## src/osmt_pkg.sv

```systemverilog
package osmt_pkg;

  localparam int unsigned ENTRY_COUNT_DEF = 16;

  localparam int unsigned CMD_W    = 2;
  localparam int unsigned DESC_W   = 8;
  localparam int unsigned WORD_W   = 32;
  localparam int unsigned STATUS_W = 3;
  localparam int unsigned GRANT_W  = 4;

  typedef enum logic [CMD_W-1:0] {
    CMD_CREATE  = 2'd0,
    CMD_PUT     = 2'd1,
    CMD_TAKE    = 2'd2,
    CMD_DESTROY = 2'd3
  } cmd_t;

  typedef enum logic [STATUS_W-1:0] {
    ST_OK      = 3'd0,
    ST_INVALID = 3'd1,
    ST_NO_FREE = 3'd2,
    ST_FULL    = 3'd3,
    ST_EMPTY   = 3'd4
  } status_t;

  typedef enum logic [2:0] {
    S_IDLE,
    S_SCAN,
    S_CHECK,
    S_READ,
    S_DONE
  } state_t;

endpackage

```

## src/one_slot_mailbox_table.sv

```systemverilog
// Table of ENTRY_COUNT one-word mailboxes driven by create/put/take/destroy
// commands; every command returns exactly one result beat and never blocks
// (full or empty entries answer would-block). One command is handled at a
// time: in_stall stays high from acceptance until the result beat is taken.
// Create walks the in-use bits one entry per cycle from entry 0 until it finds
// a free entry or reaches the last one. Put and destroy go through the check
// state to the result; take also passes a read state, as the word memory has
// a registered read port.
module one_slot_mailbox_table #(
  parameter int unsigned ENTRY_COUNT = osmt_pkg::ENTRY_COUNT_DEF
) (
  input  logic                                   clk,
  input  logic                                   rst_n,
  input  logic                                   in_valid,
  output logic                                   in_stall,
  input  logic [osmt_pkg::CMD_W-1:0]             in_command,
  input  logic [osmt_pkg::DESC_W-1:0]            in_descriptor,
  input  logic signed [osmt_pkg::WORD_W-1:0]     in_value,
  output logic                                   out_valid,
  input  logic                                   out_stall,
  output logic [osmt_pkg::STATUS_W-1:0]          out_status,
  output logic [osmt_pkg::GRANT_W-1:0]           out_granted_descriptor,
  output logic signed [osmt_pkg::WORD_W-1:0]     out_taken_value
);

  localparam int unsigned IDX_W = (ENTRY_COUNT > 1) ? $clog2(ENTRY_COUNT) : 1;
  localparam int unsigned CMP_W = osmt_pkg::DESC_W + 1;

  osmt_pkg::state_t state_r, state_nxt;

  logic [ENTRY_COUNT-1:0]           in_use_r;
  logic [ENTRY_COUNT-1:0]           full_r;
  logic [osmt_pkg::WORD_W-1:0]      slot_word [ENTRY_COUNT];
  logic [osmt_pkg::WORD_W-1:0]      rd_data_r;

  osmt_pkg::cmd_t                   cmd_r;
  logic [osmt_pkg::DESC_W-1:0]      desc_r;
  logic [osmt_pkg::WORD_W-1:0]      value_r;
  logic [IDX_W-1:0]                 scan_r;

  osmt_pkg::status_t                status_r;
  logic [osmt_pkg::GRANT_W-1:0]     granted_r;
  logic [osmt_pkg::WORD_W-1:0]      taken_r;

  logic                             in_acc;
  logic                             out_acc;
  logic [IDX_W-1:0]                 d_idx;
  logic                             d_live;
  logic                             scan_free;
  logic                             scan_last;
  logic [osmt_pkg::DESC_W-1:0]      scan_ext;

  // decoded actions
  logic                             do_claim;
  logic                             do_put;
  logic                             do_take;
  logic                             do_destroy;
  logic                             ld_result;
  osmt_pkg::status_t                res_status;
  logic [osmt_pkg::GRANT_W-1:0]     res_granted;

  assign in_acc  = in_valid && !in_stall;
  assign out_acc = out_valid && !out_stall;

  assign d_idx     = desc_r[IDX_W-1:0];
  assign d_live    = ({1'b0, desc_r} < CMP_W'(ENTRY_COUNT)) && in_use_r[d_idx];
  assign scan_free = !in_use_r[scan_r];
  assign scan_last = (scan_r == IDX_W'(ENTRY_COUNT - 1));
  assign scan_ext  = osmt_pkg::DESC_W'(scan_r);

  // next state
  always_comb begin
    state_nxt = state_r;
    unique case (state_r)
      osmt_pkg::S_IDLE: begin
        if (in_acc) begin
          if (osmt_pkg::cmd_t'(in_command) == osmt_pkg::CMD_CREATE) begin
            state_nxt = osmt_pkg::S_SCAN;
          end else begin
            state_nxt = osmt_pkg::S_CHECK;
          end
        end
      end
      osmt_pkg::S_SCAN: begin
        if (scan_free || scan_last) begin
          state_nxt = osmt_pkg::S_DONE;
        end
      end
      osmt_pkg::S_CHECK: begin
        if (do_take) begin
          state_nxt = osmt_pkg::S_READ;
        end else begin
          state_nxt = osmt_pkg::S_DONE;
        end
      end
      osmt_pkg::S_READ: state_nxt = osmt_pkg::S_DONE;
      osmt_pkg::S_DONE: begin
        if (out_acc) begin
          state_nxt = osmt_pkg::S_IDLE;
        end
      end
      default: state_nxt = osmt_pkg::S_IDLE;
    endcase
  end

  // actions and result
  always_comb begin
    do_claim    = 1'b0;
    do_put      = 1'b0;
    do_take     = 1'b0;
    do_destroy  = 1'b0;
    ld_result   = 1'b0;
    res_status  = osmt_pkg::ST_OK;
    res_granted = '0;
    unique case (state_r)
      osmt_pkg::S_SCAN: begin
        if (scan_free) begin
          do_claim    = 1'b1;
          ld_result   = 1'b1;
          res_granted = scan_ext[osmt_pkg::GRANT_W-1:0];
        end else if (scan_last) begin
          ld_result  = 1'b1;
          res_status = osmt_pkg::ST_NO_FREE;
        end
      end
      osmt_pkg::S_CHECK: begin
        ld_result = 1'b1;
        if (!d_live) begin
          res_status = osmt_pkg::ST_INVALID;
        end else begin
          case (cmd_r)
            osmt_pkg::CMD_PUT: begin
              if (full_r[d_idx]) begin
                res_status = osmt_pkg::ST_FULL;
              end else begin
                do_put = 1'b1;
              end
            end
            osmt_pkg::CMD_TAKE: begin
              if (!full_r[d_idx]) begin
                res_status = osmt_pkg::ST_EMPTY;
              end else begin
                do_take = 1'b1;
              end
            end
            default: do_destroy = 1'b1;
          endcase
        end
      end
      default: ;
    endcase
  end

  always_ff @(posedge clk) begin
    if (!rst_n) begin
      state_r  <= osmt_pkg::S_IDLE;
      in_use_r <= '0;
      full_r   <= '0;
    end else begin
      state_r <= state_nxt;
      if (do_claim) begin
        in_use_r[scan_r] <= 1'b1;
        full_r[scan_r]   <= 1'b0;
      end
      if (do_put) begin
        full_r[d_idx] <= 1'b1;
      end
      if (do_take) begin
        full_r[d_idx] <= 1'b0;
      end
      if (do_destroy) begin
        in_use_r[d_idx] <= 1'b0;
        full_r[d_idx]   <= 1'b0;
      end
    end
  end

  // word memory, one write and one registered read port
  always_ff @(posedge clk) begin
    if (do_put) begin
      slot_word[d_idx] <= value_r;
    end
    if (do_take) begin
      rd_data_r <= slot_word[d_idx];
    end
  end

  always_ff @(posedge clk) begin
    if (in_acc) begin
      cmd_r   <= osmt_pkg::cmd_t'(in_command);
      desc_r  <= in_descriptor;
      value_r <= in_value;
      scan_r  <= '0;
    end else if (state_r == osmt_pkg::S_SCAN && !scan_free && !scan_last) begin
      scan_r <= scan_r + 1'b1;
    end
    if (ld_result) begin
      status_r  <= res_status;
      granted_r <= res_granted;
      taken_r   <= '0;
    end else if (state_r == osmt_pkg::S_READ) begin
      taken_r <= rd_data_r;
    end
  end

  assign in_stall               = (state_r != osmt_pkg::S_IDLE);
  assign out_valid              = (state_r == osmt_pkg::S_DONE);
  assign out_status             = status_r;
  assign out_granted_descriptor = granted_r;
  assign out_taken_value        = taken_r;

endmodule

```

## config.mk

```make
export PLATFORM = sky130hd
export DESIGN_NAME = one_slot_mailbox_table
export DESIGN_NICKNAME = d
export VERILOG_FILES = /design/src/osmt_pkg.sv /design/src/one_slot_mailbox_table.sv
export SDC_FILE = /design/constraint.sdc
export NUM_CORES = 1
export LEC_CHECK = 0
export BUFFER_PORTS_ARGS = -buffer_cell sky130_fd_sc_hd__buf_2
export CORE_MARGIN = 3
export CORE_UTILIZATION = 52
export DETAILED_ROUTE_END_ITERATION = 10
export PLACE_DENSITY = 0.69
export SLEW_MARGIN = 40
export SYNTH_ARGS = -nofsm -noshare
export SYNTH_HDL_FRONTEND = slang
export SYNTH_SLANG_ARGS = --single-unit
```

## constraint.sdc

```tcl
create_clock -name clk -period 7.84 [get_ports clk]
set_clock_uncertainty 0.05 [all_clocks]
set_input_delay 1.176 -clock clk [delete_from_list [all_inputs] [get_ports clk]]
set_output_delay 1.176 -clock clk [all_outputs]
set_load 0.02 [all_outputs]
```

Word-level counts from Yosys, hierarchy flattened --
Memories as Yosys holds them, arrays and structs flattened. A register that Yosys moved wholly into a read port is not among the register bits. Index checks and enable logic that the tools add are counted.
Storage, ports and cells: bits in registers 120, RAM bits 512, output and inout port bits 41, word-level logic and storage cells 105, memories 1
Memories:
- slot_word | depth 16, width 32, read ports 1, clocked after memory_dff 1, write ports 1, RTL line one_slot_mailbox_table.sv:33 | logic [osmt_pkg::WORD_W-1:0] slot_word [ENTRY_COUNT];
Operators by class: add/sub/neg operators 1, $lt $le $gt $ge 5, equal/unequal tests 10, mux-type cells 51, bitwise logic cells 9, reduce and logical (&&, ||, !) cells 18
Operators with widths (number):
- 2-to-1 mux 16 bit | 10
- AND 16 bit | 4
- NOT 16 bit | 2
- OR 16 bit | 2
- 2-to-1 mux 1 bit | 22
- 2-to-1 mux 3 bit | 6
- case mux 3 bit (5 select lines) | 1
- binary-select mux 1 bit (select 4 bit) | 3
- case mux 3 bit (2 select lines) | 2
- less-than comparator 4 x 5 -> 1 bit, second input constant | 2
- demux 1 bit (select 4 bit) | 2
- greater-or-equal comparator 4 x 1 -> 1 bit, second input constant | 2
- less-than comparator 8 x 5 -> 1 bit, second input constant | 1
- 2-to-1 mux 2 bit | 4
- logical AND 1 bit | 7
- equality test 3 x 2 -> 1 bit, second input constant | 2
- adder 4 x 1 -> 4 bit, second input constant | 1
- equality test 4 bit, second input constant | 1
- zero test 1 bit | 4
- != test 2 bit, second input constant | 2
- OR reduction 2 bit | 2
- equality test 3 x 1 -> 1 bit, second input constant | 1
- equality test 3 bit, second input constant | 1
- zero test 3 bit | 1
- 9 further kinds | 9

Longest topological paths before layout --
Gate-level depths: netlist (run 1).
depth after elaboration 16, depth in mapped cells 10

Worst setup path after synthesis (run 1) --
OpenSTA, ideal clock, no wires.
path kind reg2reg, start point reg desc_r[1] (netlist bit), end point reg full_r[11], library setup time 0.075 ns, arrival 5.725 ns, required time 7.715 ns, setup slack 1.990 ns, stages on the path, launching flop included 10, buffers on the path 3, cell sequence edfxtp_1 > buf_6 > buf_8 > mux2i_1 > a221oi_2 > nand2_1 > a211oi_2 > clkbuf_2 > nor4b_1 > o221a_2
On the way: cells in the longest elaborated chain, start to end 13
RTL lines:
- start, declared | RTL line one_slot_mailbox_table.sv:37 | logic [osmt_pkg::DESC_W-1:0] desc_r;
- start signal, assigned | RTL line one_slot_mailbox_table.sv:191 | desc_r <= in_descriptor;
- binary-select mux 1 bit (select 4 bit) | RTL line one_slot_mailbox_table.sv:133, one_slot_mailbox_table.sv:140
- 2-to-1 mux 1 bit (implied by the code) | RTL line one_slot_mailbox_table.sv:133, one_slot_mailbox_table.sv:140
- 2-to-1 mux 1 bit | RTL line one_slot_mailbox_table.sv:133 | if (full_r[d_idx]) begin
- 2-to-1 mux 1 bit | RTL line one_slot_mailbox_table.sv:131 | case (cmd_r)
- 2-to-1 mux 1 bit | RTL line one_slot_mailbox_table.sv:128 | if (!d_live) begin
- 2-to-1 mux 1 bit | RTL line one_slot_mailbox_table.sv:115 | unique case (state_r)
- 2-to-1 mux 16 bit | RTL line one_slot_mailbox_table.sv:165 | if (do_put) begin
- 2-to-1 mux 16 bit | RTL line one_slot_mailbox_table.sv:155 | if (!rst_n) begin
- AND 16 bit (no source line)
- 2-to-1 mux 16 bit | RTL line one_slot_mailbox_table.sv:168 | if (do_take) begin
- 2-to-1 mux 16 bit | RTL line one_slot_mailbox_table.sv:155
- AND 16 bit (no source line)
- 2-to-1 mux 16 bit * | RTL line one_slot_mailbox_table.sv:171 | if (do_destroy) begin
- end signal, assigned | RTL line one_slot_mailbox_table.sv:158 | full_r <= '0;
- end signal, assigned by index | RTL line one_slot_mailbox_table.sv:169 | full_r[d_idx] <= 1'b0;
- end signal, assigned by index | RTL line one_slot_mailbox_table.sv:173 | full_r[d_idx] <= 1'b0;
- end, declared | RTL line one_slot_mailbox_table.sv:32 | logic [ENTRY_COUNT-1:0] full_r;
Every way passes the cells marked *; elsewhere a longest branch is shown, timed or not. The select of a mux whose other input is x is not followed. A chain may end at the register's enable or synchronous reset.

Worst setup path after layout (run 1) --
start point reg desc_r[1] (netlist bit), end point mem slot_word[9][15] (netlist bit) (enable)
On the way: cells in the longest elaborated chain, start to end 8
RTL lines:
- binary-select mux 1 bit (select 4 bit) | RTL line one_slot_mailbox_table.sv:133
- 2-to-1 mux 1 bit (implied by the code) | RTL line one_slot_mailbox_table.sv:133
- 2-to-1 mux 1 bit | RTL line one_slot_mailbox_table.sv:133
- 2-to-1 mux 1 bit | RTL line one_slot_mailbox_table.sv:131
- 2-to-1 mux 1 bit | RTL line one_slot_mailbox_table.sv:128
- 2-to-1 mux 1 bit | RTL line one_slot_mailbox_table.sv:115
- 2-to-1 mux 1 bit | RTL line one_slot_mailbox_table.sv:180 | if (do_put) begin
- 2-to-1 mux 1 bit (implied by the code) | RTL line one_slot_mailbox_table.sv:181 | slot_word[d_idx] <= value_r;
- end, declared | RTL line one_slot_mailbox_table.sv:33
Parallel ways exist; a longest one is shown, timed or not. The select of a mux whose other input is x is not followed.

==> results of run 1 <==
==> metal layers <==
| layer | track usage [%] | routed length (um) | vias to the layer above |
|---|---|---|---|
| met3 | 4.35 | 2860 | 85 |
| li1 | - | - | 5203 |
| met2 | 31.0 | 23800 | 362 |
| met5 | 0 | 0 | - |
| met4 | 6.17 | 1150 | 0 |
| met1 | 28.9 | 21600 | 6237 |
==> Yosys cell counts, types with 10 or more instances <==
| master | instances |
|---|---|
| sky130_fd_sc_hd__edfxtp_1 | 593 |
| sky130_fd_sc_hd__mux4_2 | 165 |
| sky130_fd_sc_hd__nand2_1 | 87 |
| sky130_fd_sc_hd__dfxtp_1 | 71 |
| sky130_fd_sc_hd__clkbuf_1 | 45 |
| sky130_fd_sc_hd__a21oi_1 | 36 |
| sky130_fd_sc_hd__o221a_2 | 23 |
| sky130_fd_sc_hd__and2_1 | 14 |
| sky130_fd_sc_hd__mux2i_1 | 14 |
| sky130_fd_sc_hd__nor2b_1 | 14 |
| sky130_fd_sc_hd__buf_2 | 12 |
| sky130_fd_sc_hd__a21boi_0 | 10 |
| sky130_fd_sc_hd__inv_1 | 10 |
==> area by class of cell <==
cell class              count  share of cell area (%)
clock inverters            27                   0.683
multi-input cells         464                    20.4
well taps                 615                    2.69
inverters                  10                   0.140
repair buffers            105                    2.26
clock buffers              91                    6.51
flip-flops and latches    664                    67.3
==> stage by stage <==
stage / area (um2) / total power, mW / std cells
after floorplan: 25300 / 4.37 / 1204
after global placement: 26400 / 4.52 / 1856
after detailed placement: 26500 / 4.53 / 1857
after CTS: 28500 / 7.51 / 1975
after global routing: 28600 / 7.68 / 1976
final: 28600 / 7.44 / 1976
==> path summary, 6_finish.rpt <==
path | endpoint | cells after the start
setup reg to reg | slot_word[9][15]$_DFFE_PP_ | 6
hold reg to reg | out_taken_value[28]$_SDFFE_PP0P_ | 2
setup / recovery | slot_word[9][15]$_DFFE_PP_ | 6
hold / removal | out_taken_value[28]$_SDFFE_PP0P_ | 2
==> sequential cells by signal (all words and copies together), names as in the netlist <==
signal	cells
slot_word	512
value_r	32
scan_r	4
state_r	3
desc_r	8
out_granted_descriptor	4
in_use_r	16
out_status	3
rd_data_r	32
cmd_r	2
out_taken_value	32
full_r	16
==> worst reg2reg max path, cell delays in order, from the launching register on <==
cell and delay (ps):
sky130_fd_sc_hd__edfxtp_1 380, sky130_fd_sc_hd__buf_12 420, sky130_fd_sc_hd__mux4_1 700, sky130_fd_sc_hd__mux2i_4 210
sky130_fd_sc_hd__mux2i_4 190, sky130_fd_sc_hd__a2111oi_4 720, sky130_fd_sc_hd__and4_4 780
==> where the power goes <==
part | switching [mW] | internal (mW) | leakage [nW]
Clock | 1.28 | 1.71 | 1.00
Sequential | 0.0798 | 3.94 | 5.93
Combinational | 0.231 | 0.199 | 2.37
==> placed cells by master, fill, tap and decap left out, types with 3 or more instances in the layout <==
cell type                    netlist  final
sky130_fd_sc_hd__inv_6             0      5
sky130_fd_sc_hd__a21boi_0         10     10
sky130_fd_sc_hd__clkinv_1          0      5
sky130_fd_sc_hd__o211a_1           9      9
sky130_fd_sc_hd__clkbuf_16         0     70
sky130_fd_sc_hd__clkinvlp_4        0      3
sky130_fd_sc_hd__o21ai_0           5      5
sky130_fd_sc_hd__nand4_1           3      3
sky130_fd_sc_hd__a22oi_1           3      3
sky130_fd_sc_hd__nor2b_1          14     14
sky130_fd_sc_hd__clkbuf_1         45     18
sky130_fd_sc_hd__and4_4            0      9
sky130_fd_sc_hd__mux2i_1          14     14
sky130_fd_sc_hd__a21oi_1          36     36
sky130_fd_sc_hd__inv_1            10      9
sky130_fd_sc_hd__nor4b_4           0      3
sky130_fd_sc_hd__clkbuf_8          0      3
sky130_fd_sc_hd__nor3b_1           4      3
sky130_fd_sc_hd__and2_1           14     12
sky130_fd_sc_hd__buf_2            12     86
sky130_fd_sc_hd__clkinv_2          0     10
sky130_fd_sc_hd__nor4b_2           3      4
sky130_fd_sc_hd__nor2_1            9      9
sky130_fd_sc_hd__nand3_1           8      8
sky130_fd_sc_hd__edfxtp_1        593    593
sky130_fd_sc_hd__dfxtp_1          71     71
sky130_fd_sc_hd__nand2_1          87     87
sky130_fd_sc_hd__nand2b_1          3      3
sky130_fd_sc_hd__a21o_1            9      9
sky130_fd_sc_hd__nor3_1            3      3
sky130_fd_sc_hd__ha_1              6      6
sky130_fd_sc_hd__o221a_2          23     23
sky130_fd_sc_hd__buf_4             0     13
sky130_fd_sc_hd__mux4_2          165    165
==> kinds of logic after synthesis <==
family          count (synthesis)  synth area share, %
xor+xnor                        2               0.0692
fa+ha+maj                       6                0.297
simple gates                  167                 3.44
buf+inv                        76                 1.30
compound gates                106                 3.30
mux                           183                 15.6
flops                         664                 76.0
==> PnR_summary.wiki, run 1 <==
{| class="wikitable"
! Metric !! Value
|-
| Result of the run || completed
|-
| Final hold slack || 399 ps
|-
| Worst hold path class || register to register
|-
| Routed vias/inst || approximately 6
|-
| Sequential cell area || 19200 um2
|-
| Initial cell density of the core || between 50% and 60%
|-
| Crit path cell chain || buf_12 -> mux4_1 -> mux2i_4 -> mux2i_4 -> a2111oi_4 -> and4_4
|-
| Remaining antenna violation count after routing || 0
|-
| Maximum clock frequency || 259 MHz
|-
| Global placement routability congestion || 0.795
|-
| Post-CTS Setup Bufs || 0
|-
| Largest incremental delay on the critical path || approximately 800 ps
|-
| Max-slew violation count || 0
|-
| Residual DRC count || 0
|-
| Launching element of the worst setup path || desc_r[1]$_DFFE_PP_
|-
| Worst-case headroom to the max-slew limit || between 40% and 50%
|-
| Areal power density over the cells || 260 nW/um2
|-
| DR pass1 iterations || 5
|-
| Inserted Diodes || 0
|-
| Global-route wire length before repair || approximately 75000 um
|-
| Worst Setup Slack post-DPL || 3990 ps
|-
| Startpoint of the most critical hold path || out_taken_value[28]$_SDFFE_PP0P_
|-
| Top FF cell, synth || sky130_fd_sc_hd__edfxtp_1
|-
| Worst Path Max Fanout || 89
|-
| Data arrival time at the worst-slack endpoint || roughly 4000 ps
|-
| HPWL reported at the end of detailed placement || approximately 27000 um
|-
| Multi-input gate area || between 5000 and 6000 um2
|-
| CTS Sinks || about 660
|-
| Buffers plus inverters on the worst setup path || 1
|-
| Clk slew on worst S/H paths || 60 ps
|-
| Std-Cell Core Area || 47900 um2
|-
| Fraction of the yosys area taken by sequential cells || between 70% and 80%
|-
| R2R setup slack || roughly 4000 ps
|-
| Vert. Die Dim || 227 um
|-
| Number of fillers in the final layout || 3355
|-
| Actual transition at the worst max-transition pin || between 700 and 800 ps
|-
| Post-Syn Area || between 20000 and 30000 um2
|-
| Fraction of post-synthesis cell area in the top cell type by area || 70.4%
|-
| Type of the worst setup path || register to register
|-
| Crit-path most repeated cell || sky130_fd_sc_hd__mux2i_4
|-
| Post-synth cell types || between 50 and 60
|-
| Site Rows || 80
|-
| Post-synthesis average cell area || between 20 and 25 um2
|-
| Antenna violations before repair || 0
|-
| Pin count of the biggest net entering global routing || between 100 and 150
|-
| Required time at the worst-slack endpoint || roughly 8000 ps
|-
| Final worst-path setup slack || between 3000 and 4000 ps
|-
| Total Die Area || about 51000 um2
|-
| Latest clock arrival within the worst-skew pair || ~610 ps
|-
| Leftover overflow at the end of global routing || 0
|-
| Port bufs || 86
|-
| Num CTS Buffers || 68
|-
| Yosys warnings || 0
|-
| Cts-stage hold buffer count || 0
|-
| Worst setup EP type || register
|-
| Synth Instances || 1204
|-
| Startpoint of the most critical register-to-register path || desc_r[1]$_DFFE_PP_
|-
| Routed len/inst || about 25 um
|-
| Final setup vio count || 0
|-
| Maximum buffer depth of the clock tree || 3
|-
| Area Overhead vs Synth || 12.9%
|-
| Clock period minus worst slack || between 3000 and 4000 ps
|-
| Routed wire length || 49400 um
|-
| Syn nets || between 1000 and 1500
|-
| Final #Nets || around 1400
|-
| Count of flip-flops with a built-in enable after synthesis || slightly below 600
|-
| Cell types occupying the most area after synthesis || sky130_fd_sc_hd__edfxtp_1 70%, sky130_fd_sc_hd__mux4_2 15%, sky130_fd_sc_hd__dfxtp_1 5.6%, sky130_fd_sc_hd__nand2_1 1.3%, sky130_fd_sc_hd__o221a_2 1.0%
|-
| Iter 0 DRT Violations || 1081
|-
| Vias in the first global route || between 10000 and 15000
|-
| Cell taking the most area after synthesis || sky130_fd_sc_hd__edfxtp_1
|-
| Die extent in x || between 200 and 250 um
|-
| Top-Level Pins || 87
|-
| Max-cap violations || 0
|-
| PostCTS Resize Cnt || 0
|-
| CTS tree || built
|-
| Via count || ~12000
|-
| Cell at the root of the clock tree || sky130_fd_sc_hd__clkbuf_16
|-
| Ys async rst share || 0%
|-
| Leakage power || ~9.3 nW
|-
| Flops & latches, synth || about 660
|-
| Number of levels in the clock H-tree || 3
|-
| Final sum of negative setup slack || 0 ps
|-
| Critical path's top delay family || multiplexers
|-
| Total track usage || about 20%
|-
| Share of layout cells above drive strength 1 || a little under a third
|-
| Final cycle utilization of the critical path || 49.2%
|-
| Unrepaired setup endpoints after global routing || false
|-
| Maximum resistive drop on vdd || roughly 0.17 mV
|-
| Fin util || a little under 60%
|-
| Critical-path cell with the highest stage delay || sky130_fd_sc_hd__and4_4
|-
| Hold violation count in the final report || 0
|-
| CP Launch Type || register
|}
(Power assumes the default switching activity.)
==> run 2, diff against run 1 <==
--- a/config.mk
+++ b/config.mk
@@ -5,6 +5,7 @@
 export SDC_FILE = /design/constraint.sdc
 export NUM_CORES = 1
 export LEC_CHECK = 0
+export ABC_AREA = 1
 export BUFFER_PORTS_ARGS = -buffer_cell sky130_fd_sc_hd__buf_2
 export CORE_MARGIN = 3
 export CORE_UTILIZATION = 52
==> constraint.sdc (replaced) <==
create_clock -name clk -period 3.9 [get_ports clk]
set_clock_uncertainty 0.05 [all_clocks]
set_input_delay 0.585 -clock clk [delete_from_list [all_inputs] [get_ports clk]]
set_output_delay 0.585 -clock clk [all_outputs]
set_load 0.02 [all_outputs]
==> run 2 against run 1 <==
Setup slack got worse by 3200 ps. Maximum frequency rose by 23%. Sequential share of layout area fell by 0.25 points. Sequential power rose by 100%. Critical path type unchanged. Core utilization rose by 0.35 points. Area after synthesis fell by 0.33%. Combinational power rose to 2.6 times the previous value. Register-to-register slack got worse by 3200 ps. Non-clock buffer count rose by 24. Die area fell by 0.32%. Global-route usage rose by 3.5 points. Highest routed layer is now met5. First-iteration DRC count rose by 51%.
==> PnR_summary.wiki, run 2 <==
{| class="wikitable"
! Metric !! Value
|-
| Result of the run || completed
|-
| Unrepaired setup endpoints after global routing || false
|-
| Number of fillers in the final layout || around 3600
|-
| Met3 GRT Util || 4.76%
|-
| Routed vias/inst || 6.04
|-
| Maximum buffer depth of the clock tree || 3
|-
| Max-slew violation count || 0
|-
| Count of flip-flops with a built-in enable after synthesis || 593
|-
| CTS tree || built
|-
| Most used standard cells in the synthesized netlist || 593 x sky130_fd_sc_hd__edfxtp_1, 256 x sky130_fd_sc_hd__a22oi_1, 220 x sky130_fd_sc_hd__nand2_1
|-
| Cell taking the most area after synthesis || sky130_fd_sc_hd__edfxtp_1
|-
| Worst-case reg-to-reg path depth || 11
|-
| Worst hold path class || input port to register
|-
| Worst Setup Slack post-DPL || around 770 ps
|-
| HPWL reported at the end of detailed placement || ~34000 um
|-
| Via count || around 15000
|-
| Worst setup EP type || register
|-
| Required time at the worst-slack endpoint || roughly 4000 ps
|-
| Total Die Area || roughly 51000 um2
|-
| Die extent in x || between 200 and 250 um
|-
| Maximum clock frequency || between 300 and 400 MHz
|-
| Global Route met1 Usage || between 30 and 40%
|-
| Highest-count cells in the layout ignoring fill and taps || 593 x sky130_fd_sc_hd__edfxtp_1, 256 x sky130_fd_sc_hd__a22oi_1, 218 x sky130_fd_sc_hd__nand2_1, 184 x sky130_fd_sc_hd__a21oi_1, 86 x sky130_fd_sc_hd__buf_2
|-
| Global placement routability congestion || roughly 0.9
|-
| Std-Cell Core Area || 47800 um2
|-
| Share of layout cells above drive strength 1 || between 10% and 20%
|-
| Most utilized layer in the global route result || met2
|-
| Actual transition at the worst max-transition pin || slightly above 800 ps
|-
| Clk slew on worst S/H paths || about 60 ps
|-
| Flops & latches, synth || between 600 and 700
|-
| Areal power density over the cells || 552 nW/um2
|-
| Cell types occupying the most area after synthesis || sky130_fd_sc_hd__edfxtp_1 71%, sky130_fd_sc_hd__a22oi_1 7.6%, sky130_fd_sc_hd__dfxtp_1 5.6%, sky130_fd_sc_hd__a21oi_1 3.7%, sky130_fd_sc_hd__nand2_1 3.3%
|-
| Worst Path Max Fanout || 32
|-
| Routed len/inst || roughly 24 um
|-
| CP Launch Type || register
|-
| Leakage power || 9.63 nW
|-
| Met2 global-route usage || between 30% and 40%
|-
| Num CTS Buffers || approximately 70
|-
| Vert. Die Dim || between 200 and 250 um
|-
| Antenna violations before repair || 1
|-
| Residual DRC count || 0
|-
| Final setup vio count || 0
|-
| Number of levels in the clock H-tree || 3
|-
| Final cycle utilization of the critical path || 80.3%
|-
| Type of the worst setup path || register to register
|-
| Initial cell density of the core || between 50% and 60%
|-
| Data arrival time at the worst-slack endpoint || roughly 3300 ps
|-
| Multi-input gate area || approximately 5400 um2
|-
| Leftover overflow at the end of global routing || 0
|-
| Clock period minus worst slack || ~3100 ps
|-
| Startpoint of the most critical register-to-register path || desc_r[1]$_DFFE_PP_
|-
| Post-Syn Area || 25200 um2
|-
| Max reg flops || 512
|-
| Max-cap violations || 0
|-
| Cell at the root of the clock tree || sky130_fd_sc_hd__clkbuf_16
|-
| Post-synth cell types || 40
|-
| Pin count of the biggest net entering global routing || ~130
|-
| Total track usage || 23.5%
|-
| R2R setup slack || roughly 770 ps
|-
| Inst Count DP || 2375
|-
| Vias in the first global route || around 15000
|-
| Iter 0 DRT Violations || around 1600
|-
| DR pass1 iterations || 5
|-
| Most common cell after layout, fill and taps aside || sky130_fd_sc_hd__edfxtp_1
|-
| Reg with most FFs || slot_word
|-
| Startpoint of the most critical hold path || in_value[8]
|-
| Worst hold stages || 1
|-
| FF-to-FF End || slot_word[2][13]$_DFFE_PP_
|-
| Hold worst-path end || value_r[8]$_DFFE_PP_
|-
| Post-CTS Setup Bufs || 0
|-
| Global-route wire length before repair || between 90000 and 100000 um
|-
| Syn nets || roughly 1800
|-
| Yosys warnings || 0
|-
| Final hold slack || 97.7 ps
|-
| Port bufs || 86
|-
| Synth Instances || 1737
|-
| Maximum resistive drop on vdd || ~0.39 mV
|-
| Fraction of post-synthesis cell area in the top cell type by area || between 70% and 80%
|-
| Remaining antenna violation count after routing || 0
|-
| Final #Nets || 1883
|-
| Cts-stage hold buffer count || 0
|-
| Inserted Diodes || 0
|-
| Worst-case headroom to the max-slew limit || 45.0%
|-
| Post-synthesis average cell area || 14.5 um2
|-
| Top FF cell, synth || sky130_fd_sc_hd__edfxtp_1
|-
| Top-Level Pins || 87
|-
| PostCTS Resize Cnt || 0
|-
| Sequential cell area || 19200 um2
|-
| Hold violation count in the final report || 0
|-
| Final worst-path setup slack || 768 ps
|-
| Fraction of the yosys area taken by sequential cells || 76.2%
|-
| Ys async rst share || 0%
|-
| Final non-filler cell total || around 2500
|-
| CTS Sinks || 664
|-
| Site Rows || 80
|-
| Latest clock arrival within the worst-skew pair || just over 600 ps
|-
| Area Overhead vs Synth || 13.7%
|-
| Most frequently used cell type in the post-synthesis netlist || sky130_fd_sc_hd__edfxtp_1
|-
| Routed wire length || 60000 um
|}
[run 2: changes by cell type after synthesis, moves of 23 or more]
cell / previous run / this run
sky130_fd_sc_hd__a21oi_1: 36 / 184
sky130_fd_sc_hd__a22oi_1: 3 / 256
sky130_fd_sc_hd__buf_2: 12 / 37
sky130_fd_sc_hd__inv_1: 10 / 40
sky130_fd_sc_hd__mux4_2: 165 / 0
sky130_fd_sc_hd__nand2_1: 87 / 220
sky130_fd_sc_hd__nand4_1: 3 / 33
sky130_fd_sc_hd__nor2_1: 9 / 53
sky130_fd_sc_hd__o21ai_0: 5 / 34
sky130_fd_sc_hd__o221a_2: 23 / 0
sky130_fd_sc_hd__or2_0: 0 / 29
sky130_fd_sc_hd__or3_1: 1 / 32
[run 2: area by class of cell]
class	count	area share, %
sequential	664	67.1
inverter	47	0.650
multi-input combinational	920	18.8
tap	615	2.68
clock buffer	89	6.39
timing repair buffer	129	2.76
clock inverter	38	1.65
[run 2: power by group]
part / leakage [nW] / total (mW) / internal [mW] / switching (mW)
Combinational: 2.59 / 1.10 / 0.315 / 0.789
Sequential: 5.93 / 8.17 / 7.96 / 0.207
Clock: 1.10 / 6.56 / 3.79 / 2.77
[run 2: how the worst max path moves through the flow]
stage,start,to,slack [ps],cells past startpoint
global placement,desc_r[1]$_DFFE_PP_,slot_word[6][9]$_DFFE_PP_,870,11
CTS,desc_r[1]$_DFFE_PP_,slot_word[6][17]$_DFFE_PP_,760,11
detailed placement,desc_r[1]$_DFFE_PP_,slot_word[6][11]$_DFFE_PP_,770,11
finish,desc_r[1]$_DFFE_PP_,slot_word[2][13]$_DFFE_PP_,770,11
floorplan,desc_r[0]$_DFFE_PP_,slot_word[0][0]$_DFFE_PP_,-260,14
global route,desc_r[1]$_DFFE_PP_,slot_word[6][17]$_DFFE_PP_,540,11
[run 2: stage by stage]
step           TNS [ps]  instance area, um2  total power, mW  utilization (%)
6_report              0               28700             15.8             59.9
5_1_grt               0               28700             16.3             59.9
4_1_cts               0               28700             15.9             59.9
3_5_place_dp          0               26400             9.42             55.1
3_3_place_gp          0               26400             9.38             55.1
2_1_floorplan    -49260               25200             8.95                -
[run 2: metal layers]
metal / share of wire, % / wire [um]
met1: 42 / 25300
met3: 8.7 / 5230
met4: 1.9 / 1160
met2: 47 / 28300
met5: 0.017 / 10
[run 2: cells by family after synthesis]
group                    after synthesis  synth area share [%]
AO/OA/AOI/OAI                        497                  12.6
buffers and inverters                153                  2.89
flip-flops                           664                  76.2
adder cells (fa/ha/maj)                6                 0.298
AND/OR/NAND/NOR                      417                  7.94
[run 2: worst max-delay path: stages, from the launching register on]
cell	delay [ps]
sky130_fd_sc_hd__edfxtp_1	780
sky130_fd_sc_hd__inv_2	220
sky130_fd_sc_hd__nand2_1	130
sky130_fd_sc_hd__nand2_1	50
sky130_fd_sc_hd__nand2_1	50
sky130_fd_sc_hd__nand2_1	90
sky130_fd_sc_hd__nor2_2	180
sky130_fd_sc_hd__nand2_2	110
sky130_fd_sc_hd__nor2_8	130
sky130_fd_sc_hd__inv_2	240
sky130_fd_sc_hd__nor3_4	190
sky130_fd_sc_hd__buf_4	490
